`src/rtl/core/pqdu_pkg.sv`:
```
package pqdu_pkg;

    localparam int QUANT_COUNT = 8;
    localparam int CFG_IDX_W   = 4;

    localparam logic [1:0] QT_U8  = 2'd0;
    localparam logic [1:0] QT_U16 = 2'd1;
    localparam logic [1:0] QT_S8  = 2'd2;
    localparam logic [1:0] QT_S16 = 2'd3;

    localparam logic [31:0] ONE_BITS = 32'h3F80_0000;

    typedef struct packed {
        logic        opcode;
        logic [2:0]  setting_select;
        logic        single_only;
        logic        fp_enabled;
        logic [31:0] first_value;
        logic [31:0] second_value;
    } t_in;

    typedef struct packed {
        logic [31:0] first_result;
        logic [31:0] second_result;
        logic        fp_unavailable;
    } t_out;

    typedef struct packed {
        logic              store;
        logic              single;
        logic              fpen;
        logic              qint;
        logic [1:0]        qtype;
        logic signed [6:0] scale;
    } t_ctl;

    typedef struct packed {
        logic              sgn;
        logic              nan;
        logic              inf;
        logic              zero;
        logic [21:0]       nan_frac;
        logic signed [9:0] expo;
        logic [23:0]       man;
    } t_unp;

    typedef struct packed {
        logic              sgn;
        logic              nan;
        logic              inf;
        logic              zero;
        logic              sub;
        logic              big;
        logic              tiny;
        logic [21:0]       nan_frac;
        logic signed [9:0] expo;
        logic [23:0]       man;
        logic [4:0]        dsh;
        logic [4:0]        sh;
    } t_scl;

    function automatic logic [4:0] lzc24(input logic [23:0] x);
        logic [4:0] cnt;
        cnt = 5'd0;
        for (int i = 0; i < 24; i++) begin
            if (x[i]) begin
                cnt = 5'(23 - i);
            end
        end
        return cnt;
    endfunction

endpackage

```
`src/rtl/core/pqdu_unpack.sv`:
```
module pqdu_unpack
    import pqdu_pkg::*;
(
    input  logic [31:0] i_raw,
    input  logic        i_is_int,
    input  logic [1:0]  i_qtype,
    output t_unp        o_unp
);
    logic [7:0]  expf;
    logic [22:0] frac;
    logic [15:0] mag;
    logic        neg;
    logic [23:0] x;
    logic [4:0]  c;

    always_comb begin
        expf = i_raw[30:23];
        frac = i_raw[22:0];
        mag  = 16'd0;
        neg  = 1'b0;
        case (i_qtype)
            QT_U8:  mag = {8'd0, i_raw[7:0]};
            QT_U16: mag = i_raw[15:0];
            QT_S8: begin
                neg = i_raw[7];
                mag = neg ? 16'(9'd256 - {1'b0, i_raw[7:0]}) : {8'd0, i_raw[7:0]};
            end
            QT_S16: begin
                neg = i_raw[15];
                mag = neg ? 16'(17'h10000 - {1'b0, i_raw[15:0]}) : i_raw[15:0];
            end
            default: mag = 16'd0;
        endcase

        if (i_is_int) begin
            x = {mag, 8'd0};
        end else begin
            x = {1'b0, frac};
        end
        c = lzc24(x);

        o_unp          = '0;
        o_unp.nan_frac = frac[21:0];
        if (i_is_int) begin
            o_unp.sgn  = neg;
            o_unp.zero = (mag == 16'd0);
            o_unp.man  = x << c;
            o_unp.expo = 10'sd15 - $signed({5'd0, c});
        end else begin
            o_unp.sgn  = i_raw[31];
            o_unp.nan  = (expf == 8'hff) && (frac != 23'd0);
            o_unp.inf  = (expf == 8'hff) && (frac == 23'd0);
            o_unp.zero = (expf == 8'h00) && (frac == 23'd0);
            if (expf == 8'h00) begin
                o_unp.man  = x << c;
                o_unp.expo = -10'sd126 - $signed({5'd0, c});
            end else begin
                o_unp.man  = {1'b1, frac};
                o_unp.expo = $signed({2'b00, expf}) - 10'sd127;
            end
        end
    end
endmodule

```
`src/rtl/core/pqdu_scale.sv`:
```
module pqdu_scale
    import pqdu_pkg::*;
(
    input  t_unp              i_unp,
    input  logic signed [6:0] i_scale,
    output t_scl              o_scl
);
    logic signed [9:0] e2;
    logic signed [9:0] dfull;

    always_comb begin
        e2    = i_unp.expo + 10'(i_scale);
        dfull = -10'sd126 - e2;

        o_scl          = '0;
        o_scl.sgn      = i_unp.sgn;
        o_scl.nan      = i_unp.nan;
        o_scl.zero     = i_unp.zero;
        o_scl.inf      = i_unp.inf
                         || (!i_unp.nan && !i_unp.zero && (e2 > 10'sd127));
        o_scl.sub      = e2 < -10'sd126;
        o_scl.big      = e2 > 10'sd15;
        o_scl.tiny     = e2 < 10'sd0;
        o_scl.nan_frac = i_unp.nan_frac;
        o_scl.expo     = e2;
        o_scl.man      = i_unp.man;
        o_scl.dsh      = (dfull > 10'sd25) ? 5'd25 : dfull[4:0];
        o_scl.sh       = 5'd23 - e2[4:0];
    end
endmodule

```
`src/rtl/core/pqdu_pack.sv`:
```
module pqdu_pack
    import pqdu_pkg::*;
(
    input  t_scl        i_scl,
    input  logic        i_to_int,
    input  logic [1:0]  i_qtype,
    output logic [31:0] o_res
);
    logic [48:0] full;
    logic [23:0] keep;
    logic        rnd;
    logic        stk;
    logic [23:0] f;
    logic [7:0]  ebias;
    logic [31:0] fres;
    logic [15:0] mag;
    logic        sat;
    logic [15:0] lim;
    logic [15:0] m;
    logic [31:0] ires;

    always_comb begin
        full  = {i_scl.man, 25'd0} >> i_scl.dsh;
        keep  = full[48:25];
        rnd   = full[24];
        stk   = |full[23:0];
        f     = keep + {23'd0, rnd & (stk | keep[0])};
        ebias = 8'(i_scl.expo + 10'sd127);

        if (i_scl.nan) begin
            fres = {i_scl.sgn, 8'hff, 1'b1, i_scl.nan_frac};
        end else if (i_scl.inf) begin
            fres = {i_scl.sgn, 8'hff, 23'd0};
        end else if (i_scl.zero) begin
            fres = {i_scl.sgn, 31'd0};
        end else if (i_scl.sub) begin
            fres = {i_scl.sgn, 7'd0, f};
        end else begin
            fres = {i_scl.sgn, ebias, i_scl.man[22:0]};
        end

        sat = i_scl.inf || i_scl.big;
        if (i_scl.tiny || sat) begin
            mag = 16'd0;
        end else begin
            mag = 16'(i_scl.man >> i_scl.sh);
        end

        lim  = 16'd0;
        m    = 16'd0;
        ires = 32'd0;
        if (!i_scl.nan && !i_scl.zero) begin
            case (i_qtype)
                QT_U8: begin
                    if (!i_scl.sgn) begin
                        ires = (sat || mag > 16'd255) ? 32'd255 : {16'd0, mag};
                    end
                end
                QT_U16: begin
                    if (!i_scl.sgn) begin
                        ires = sat ? 32'd65535 : {16'd0, mag};
                    end
                end
                QT_S8: begin
                    lim  = i_scl.sgn ? 16'd128 : 16'd127;
                    m    = (sat || mag > lim) ? lim : mag;
                    ires = {24'd0, i_scl.sgn ? 8'(-m) : m[7:0]};
                end
                QT_S16: begin
                    lim  = i_scl.sgn ? 16'd32768 : 16'd32767;
                    m    = (sat || mag > lim) ? lim : mag;
                    ires = {16'd0, i_scl.sgn ? 16'(-m) : m};
                end
                default: ires = 32'd0;
            endcase
        end

        o_res = i_to_int ? ires : fres;
    end
endmodule

```
`src/rtl/core/paired_quantize_dequantize_unit_top.sv`:
```
// paired quantize/dequantize unit
// input channel: i_in_valid / o_in_stall carry one request (t_in) per cycle,
//   accepted when valid is high and stall is low
// output channel: o_out_valid / i_out_stall carry one result (t_out) per request
// configuration: i_cfg_we writes i_cfg_data into quantization register
//   i_cfg_index (0..7); higher indexes are dropped
// pipeline: three register stages (unpack, scale, pack); o_out_valid rises
//   when an accepted request reaches the pack register
// throughput: one request per cycle, no bubbles while the output is taken
// the three stages advance together; when the output register holds a result
//   and i_out_stall is high, the whole pipe holds and o_in_stall rises
// reset (i_rst_n low, synchronous) clears all valid bits and the eight
//   quantization registers
module paired_quantize_dequantize_unit_top
    import pqdu_pkg::*;
(
    input  logic                 i_clk,
    input  logic                 i_rst_n,
    input  logic                 i_in_valid,
    output logic                 o_in_stall,
    input  t_in                  i_in,
    output logic                 o_out_valid,
    input  logic                 i_out_stall,
    output t_out                 o_out,
    input  logic                 i_cfg_we,
    input  logic [CFG_IDX_W-1:0] i_cfg_index,
    input  logic [31:0]          i_cfg_data
);
    logic [31:0] r_qs [QUANT_COUNT];

    logic en;
    logic r_a_valid, r_b_valid, r_c_valid;
    t_ctl n_a_ctl, r_a_ctl, r_b_ctl;
    t_unp n_a_unp0, n_a_unp1, r_a_unp0, r_a_unp1;
    t_scl n_b_scl0, n_b_scl1, r_b_scl0, r_b_scl1;
    logic [31:0] n_c_res0, n_c_res1;
    t_out n_c_out, r_c_out;
    logic r_c_single, r_c_store;

    logic [31:0]       q;
    logic [2:0]        qt;
    logic [5:0]        qs;
    logic signed [6:0] qs_ext;

    assign en          = !(r_c_valid && i_out_stall);
    assign o_in_stall  = !en;
    assign o_out_valid = r_c_valid;
    assign o_out       = r_c_out;

    always_ff @(posedge i_clk) begin
        if (!i_rst_n) begin
            for (int i = 0; i < QUANT_COUNT; i++) begin
                r_qs[i] <= 32'd0;
            end
        end else if (i_cfg_we && (i_cfg_index < CFG_IDX_W'(QUANT_COUNT))) begin
            r_qs[i_cfg_index[2:0]] <= i_cfg_data;
        end
    end

    always_comb begin
        q      = r_qs[i_in.setting_select];
        qt     = i_in.opcode ? q[2:0] : q[18:16];
        qs     = i_in.opcode ? q[13:8] : q[29:24];
        qs_ext = $signed({qs[5], qs});
        n_a_ctl.store  = i_in.opcode;
        n_a_ctl.single = i_in.single_only;
        n_a_ctl.fpen   = i_in.fp_enabled;
        n_a_ctl.qint   = qt[2];
        n_a_ctl.qtype  = qt[1:0];
        n_a_ctl.scale  = i_in.opcode ? qs_ext : -qs_ext;
    end

    pqdu_unpack u_unpack0 (
        .i_raw    (i_in.first_value),
        .i_is_int (!i_in.opcode && qt[2]),
        .i_qtype  (qt[1:0]),
        .o_unp    (n_a_unp0)
    );

    pqdu_unpack u_unpack1 (
        .i_raw    (i_in.second_value),
        .i_is_int (!i_in.opcode && qt[2]),
        .i_qtype  (qt[1:0]),
        .o_unp    (n_a_unp1)
    );

    pqdu_scale u_scale0 (
        .i_unp   (r_a_unp0),
        .i_scale (r_a_ctl.scale),
        .o_scl   (n_b_scl0)
    );

    pqdu_scale u_scale1 (
        .i_unp   (r_a_unp1),
        .i_scale (r_a_ctl.scale),
        .o_scl   (n_b_scl1)
    );

    pqdu_pack u_pack0 (
        .i_scl    (r_b_scl0),
        .i_to_int (r_b_ctl.store && r_b_ctl.qint),
        .i_qtype  (r_b_ctl.qtype),
        .o_res    (n_c_res0)
    );

    pqdu_pack u_pack1 (
        .i_scl    (r_b_scl1),
        .i_to_int (r_b_ctl.store && r_b_ctl.qint),
        .i_qtype  (r_b_ctl.qtype),
        .o_res    (n_c_res1)
    );

    always_comb begin
        n_c_out = '0;
        if (!r_b_ctl.fpen) begin
            n_c_out.fp_unavailable = 1'b1;
        end else begin
            n_c_out.first_result = n_c_res0;
            if (r_b_ctl.single) begin
                n_c_out.second_result = r_b_ctl.store ? 32'd0 : ONE_BITS;
            end else begin
                n_c_out.second_result = n_c_res1;
            end
        end
    end

    always_ff @(posedge i_clk) begin
        if (!i_rst_n) begin
            r_a_valid <= 1'b0;
            r_b_valid <= 1'b0;
            r_c_valid <= 1'b0;
        end else if (en) begin
            r_a_valid <= i_in_valid;
            r_b_valid <= r_a_valid;
            r_c_valid <= r_b_valid;
        end
    end

    always_ff @(posedge i_clk) begin
        if (en) begin
            r_a_ctl    <= n_a_ctl;
            r_a_unp0   <= n_a_unp0;
            r_a_unp1   <= n_a_unp1;
            r_b_ctl    <= r_a_ctl;
            r_b_scl0   <= n_b_scl0;
            r_b_scl1   <= n_b_scl1;
            r_c_out    <= n_c_out;
            r_c_single <= r_b_ctl.single;
            r_c_store  <= r_b_ctl.store;
        end
    end

    a_unavail_zero: assert property (@(posedge i_clk) disable iff (!i_rst_n)
        o_out_valid && o_out.fp_unavailable
        |-> o_out.first_result == 32'd0 && o_out.second_result == 32'd0)
        else $error("fault result carries data");

    a_single_second: assert property (@(posedge i_clk) disable iff (!i_rst_n)
        o_out_valid && r_c_single && !o_out.fp_unavailable
        |-> o_out.second_result == (r_c_store ? 32'd0 : ONE_BITS))
        else $error("single request second result wrong");

    a_stall_cause: assert property (@(posedge i_clk) disable iff (!i_rst_n)
        o_in_stall |-> o_out_valid && i_out_stall)
        else $error("input stalled without output back-pressure");

endmodule

```
`config.mk`:
```
export PLATFORM = sky130hd
export DESIGN_NAME = paired_quantize_dequantize_unit_top
export DESIGN_NICKNAME = d
export VERILOG_FILES = /design/src/rtl/core/pqdu_pkg.sv /design/src/rtl/core/pqdu_unpack.sv /design/src/rtl/core/pqdu_scale.sv /design/src/rtl/core/pqdu_pack.sv /design/src/rtl/core/paired_quantize_dequantize_unit_top.sv
export SDC_FILE = /design/constraint.sdc
export NUM_CORES = 2
export LEC_CHECK = 0
export BUFFER_PORTS_ARGS = -buffer_cell sky130_fd_sc_hd__clkbuf_2
export CAP_MARGIN = 20
export CORE_MARGIN = 5
export CORE_UTILIZATION = 58
export CTS_BUF_LIST = sky130_fd_sc_hd__clkbuf_4
export CTS_CLUSTER_DIAMETER = 30
export DETAILED_ROUTE_END_ITERATION = 8
export GPL_ROUTABILITY_DRIVEN = 0
export MAX_ROUTING_LAYER = met4
export PLACE_DENSITY = 0.8
export SETUP_SLACK_MARGIN = 0.15
export SYNTH_ARGS = -nofsm -noshare
export SYNTH_HDL_FRONTEND = slang
export SYNTH_SLANG_ARGS = --single-unit
```
`constraint.sdc`:
```
create_clock -name i_clk -period 11.75 [get_ports i_clk]
set_clock_uncertainty 0.1 [all_clocks]
set_input_delay 1.7625 -clock i_clk [delete_from_list [all_inputs] [get_ports i_clk]]
set_output_delay 1.7625 -clock i_clk [all_outputs]
set_load 0.03 [all_outputs]
```
==> results by group <==
Run status
  – Status: finished, violations left
  – Failing checks: design-rule violations

Timing
  – Post-route setup slack: 4.32 ns
  – Final hold viol count: 0
  – Tcrit/Tclk final: 63.3%
  – Setup-failing EPs final: 0
  – Slew Viols, Final: 0
  – Least-Margin Pin Slew: 1.12 ns
  – Slew headroom: 25.3%
  – Total Neg Setup Slack: 0 ns
  – Max frequency: 135 MHz
  – RSZ-0062 raised after global routing: false
  – Crit path time final: 7.43 ns

Setup path
  – Top delay family on crit path: buffers and inverters
  – Setup CP Type: in2reg
  – Slowest cell on crit path: nor3_1
  – CP bufs+invs: 4
  – Cell chain of the critical path: clkbuf_2 > buf_4 > mux2_2 > nand2_2 > buf_4 > or3_1 > a211oi_1 > nor3_1 > a211oi_1 > a211o_1 > inv_2 > o211ai_1 > o2111a_1 > or2_1 > a221o_1
  – Startpoint types: primary input
  – WP data required: 12.30 ns
  – Kind of end point of the critical path: flip-flop
  – Crit path max fanout: 47
  – Max stage delay on crit path: 0.66 ns
  – Arr. time, crit path: 7.98 ns

Clock tree
  – Clock latency on the worst-skew pair: 0.91 ns
  – CTS root buf: clkbuf_4
  – CTS Buf Count: 119
  – Clk pin slew, worst setup/hold paths: 0.07 ns
  – Hold_buf cts: 0
  – CTS tree: built
  – Cells resized by post-CTS repair: 0
  – H-tree Lvls: 3
  – Post-CTS setup buffers: 0
  – TritonCTS Sinks: 489
  – Clk buf depth: 3

Power and ir drop
  – Share of power burned in registers: 32.4%
  – PwrDens: 200 nW/um^2
  – Peak VDD IR: 104 uV
  – Int Pwr: 4.54 mW
  – Combinational Power Share: 49.4%
  – Leakage: 15.1 nW
  – Switching Fraction: 41.8%
  – Total net switching power: 3.26 mW
  – Clock power share: 18.2%

Placed design
  – DP Area: 37,400 sq um
  – HPWL Detailed: 74.6 mm
  – Place WS: 3.55 ns
  – IO buf count: 163

Synth
  – YS warnings: 0
  – Main synth FF type: edfxtp_1
  – Largest cells by area after synthesis: edfxtp_1, mux4_2, mux2i_1
  – Sequential fraction of the synthesis area: 40.6%
  – Yosys top cell area share: 40.4%
  – Synth Cell Area: 36,100 sq um
  – Synth Net Count: 3,794
  – Commonest cells post-synth: edfxtp_1, nor2_1, nand2_1
  – Yosys reg bits: 489
  – EDFF count, synth: 486
  – Distinct cells, synth: 118
  – Most common cell in the netlist: edfxtp_1
  – Post-synth ARST share: 0%
  – Post-synth top area cell: edfxtp_1
  – Synth Instances: 3,599
  – Synth Area per Inst: 10.0 sq um

Worst hold path
  – Tightest Hold Check Type: reg2reg

Global route
  – Total Routing Usage GR: 31.0%
  – Vias in the first global route: 29,100
  – Grt total ovfl: 0
  – Pin count of the biggest net entering global routing: 101
  – Initial antenna violation count: 11
  – First-pass GRT wire length: 162 mm

Die
  – Die area: 67,400 sq um
  – Starting density of the core: 58.5%
  – # IOs: 178
  – FP Rows: 91
  – Core Box Area: 61,700 sq um
  – Chip height: 260 microns
  – Die Width: 260 microns

Route
  – Initial DRC count: 3,963
  – Wirelength per Cell: 22.5 microns
  – DRT Pass-1 Iters: 9
  – Final ANT Viol Nets: 0
  – Routed WL: 104 mm
  – Vias per cell: 6.69
  – DR vias: 31,100
  – DRC viols: 5

Finish
  – Final Instance Area: 39,100 sq um
  – Ratio of cells with drive above 1 in the final layout: 18.1%
  – Area Growth Syn to Fin: 8.15%
  – Layout Nets: 3,899

Job
  – Max-Cap Viols: 0
[placed cells by master, fill, tap and decap left out, drive strengths merged, types with 105 or more instances in the layout]
master	n
and2	176
nor2	327
a21oi	232
nor3	105
mux4	123
edfxtp	486
inv	111
mux2i	150
o21ai	203
clkbuf	331
nand2	293
[power groups by stage]
| stage | Combinational, mW | Clock (mW) | Sequential [mW] |
|---|---|---|---|
| 3_5_place_dp | 3.72 | 0 | 2.56 |
| 6_report | 3.85 | 1.42 | 2.53 |
| 4_1_cts | 3.73 | 1.45 | 2.53 |
| 5_1_grt | 4.16 | 1.55 | 2.56 |
| 2_1_floorplan | 2.95 | 0 | 2.47 |
| 3_3_place_gp | 3.65 | 0 | 2.55 |
[final timing paths]
kind                        endpoint  slack (ns)                   start  cells after the start
min reg2reg   r_b_scl0[32]$_DFFE_PN_        0.31  r_a_unp0[22]$_DFFE_PN_                      0
max reg2reg  o_out[11]$_SDFFCE_PP0N_        4.58   r_b_scl1[1]$_DFFE_PN_                     26
max           r_a_unp0[10]$_DFFE_PN_        4.32                i_in[66]                     15
min           r_b_scl0[32]$_DFFE_PN_        0.31  r_a_unp0[22]$_DFFE_PN_                      0
[layer usage]
metal	part of all wire, %	vias up	track usage (%)
met3	11	441	6.76
met2	46	1998	47.7
met5	0	-	-
met4	5.3	0	14.3
li1	-	14100	-
met1	37	14500	39.5
[cell families (layout without fill, tap and decap cells)]
kind of cell | after synthesis | after routing | share of synthesized area (%)
compound gates | 957 | 957 | 18.0
simple gates | 1275 | 1275 | 17.9
xor+xnor | 109 | 109 | 2.64
flops | 489 | 489 | 40.6
fa+ha+maj | 84 | 84 | 2.95
buf+inv | 346 | 543 | 4.03
mux | 339 | 339 | 13.9
other cells | 0 | 16 | 0
[metrics by stage]
stage	hold WS (ns)	util (%)	cells	total power [mW]
6_report	0.312	63.3	4649	7.80
5_1_grt	0.320	63.3	4648	8.27
4_1_cts	0.313	63.1	4627	7.71
3_5_place_dp	0.305	60.6	4414	6.28
3_3_place_gp	0.301	60.6	4414	6.20
2_1_floorplan	0.300	-	3599	5.42
[final cells by class]
| class | instances | area [sq um] |
|---|---|---|
| fill | 4972 | 22600 |
| multi-input combinational | 2764 | 20100 |
| sequential | 489 | 14700 |
| timing repair buffer | 219 | 1290 |
| clock buffer | 167 | 1250 |
| tap | 837 | 1050 |
| inverter | 111 | 417 |
| clock inverter | 46 | 300 |
| antenna | 16 | 40.0 |
[sequential cells by signal (all words and copies together), names as in the netlist]
name / flops
r_qs: 144
r_b_scl0: 70
r_b_scl1: 70
o_out: 65
r_a_unp0: 59
r_a_unp1: 59
r_a_ctl: 13
r_b_ctl: 6
o_out_valid: 1
r_a_valid: 1
r_b_valid: 1
Power figures use the tool's default switching activity.
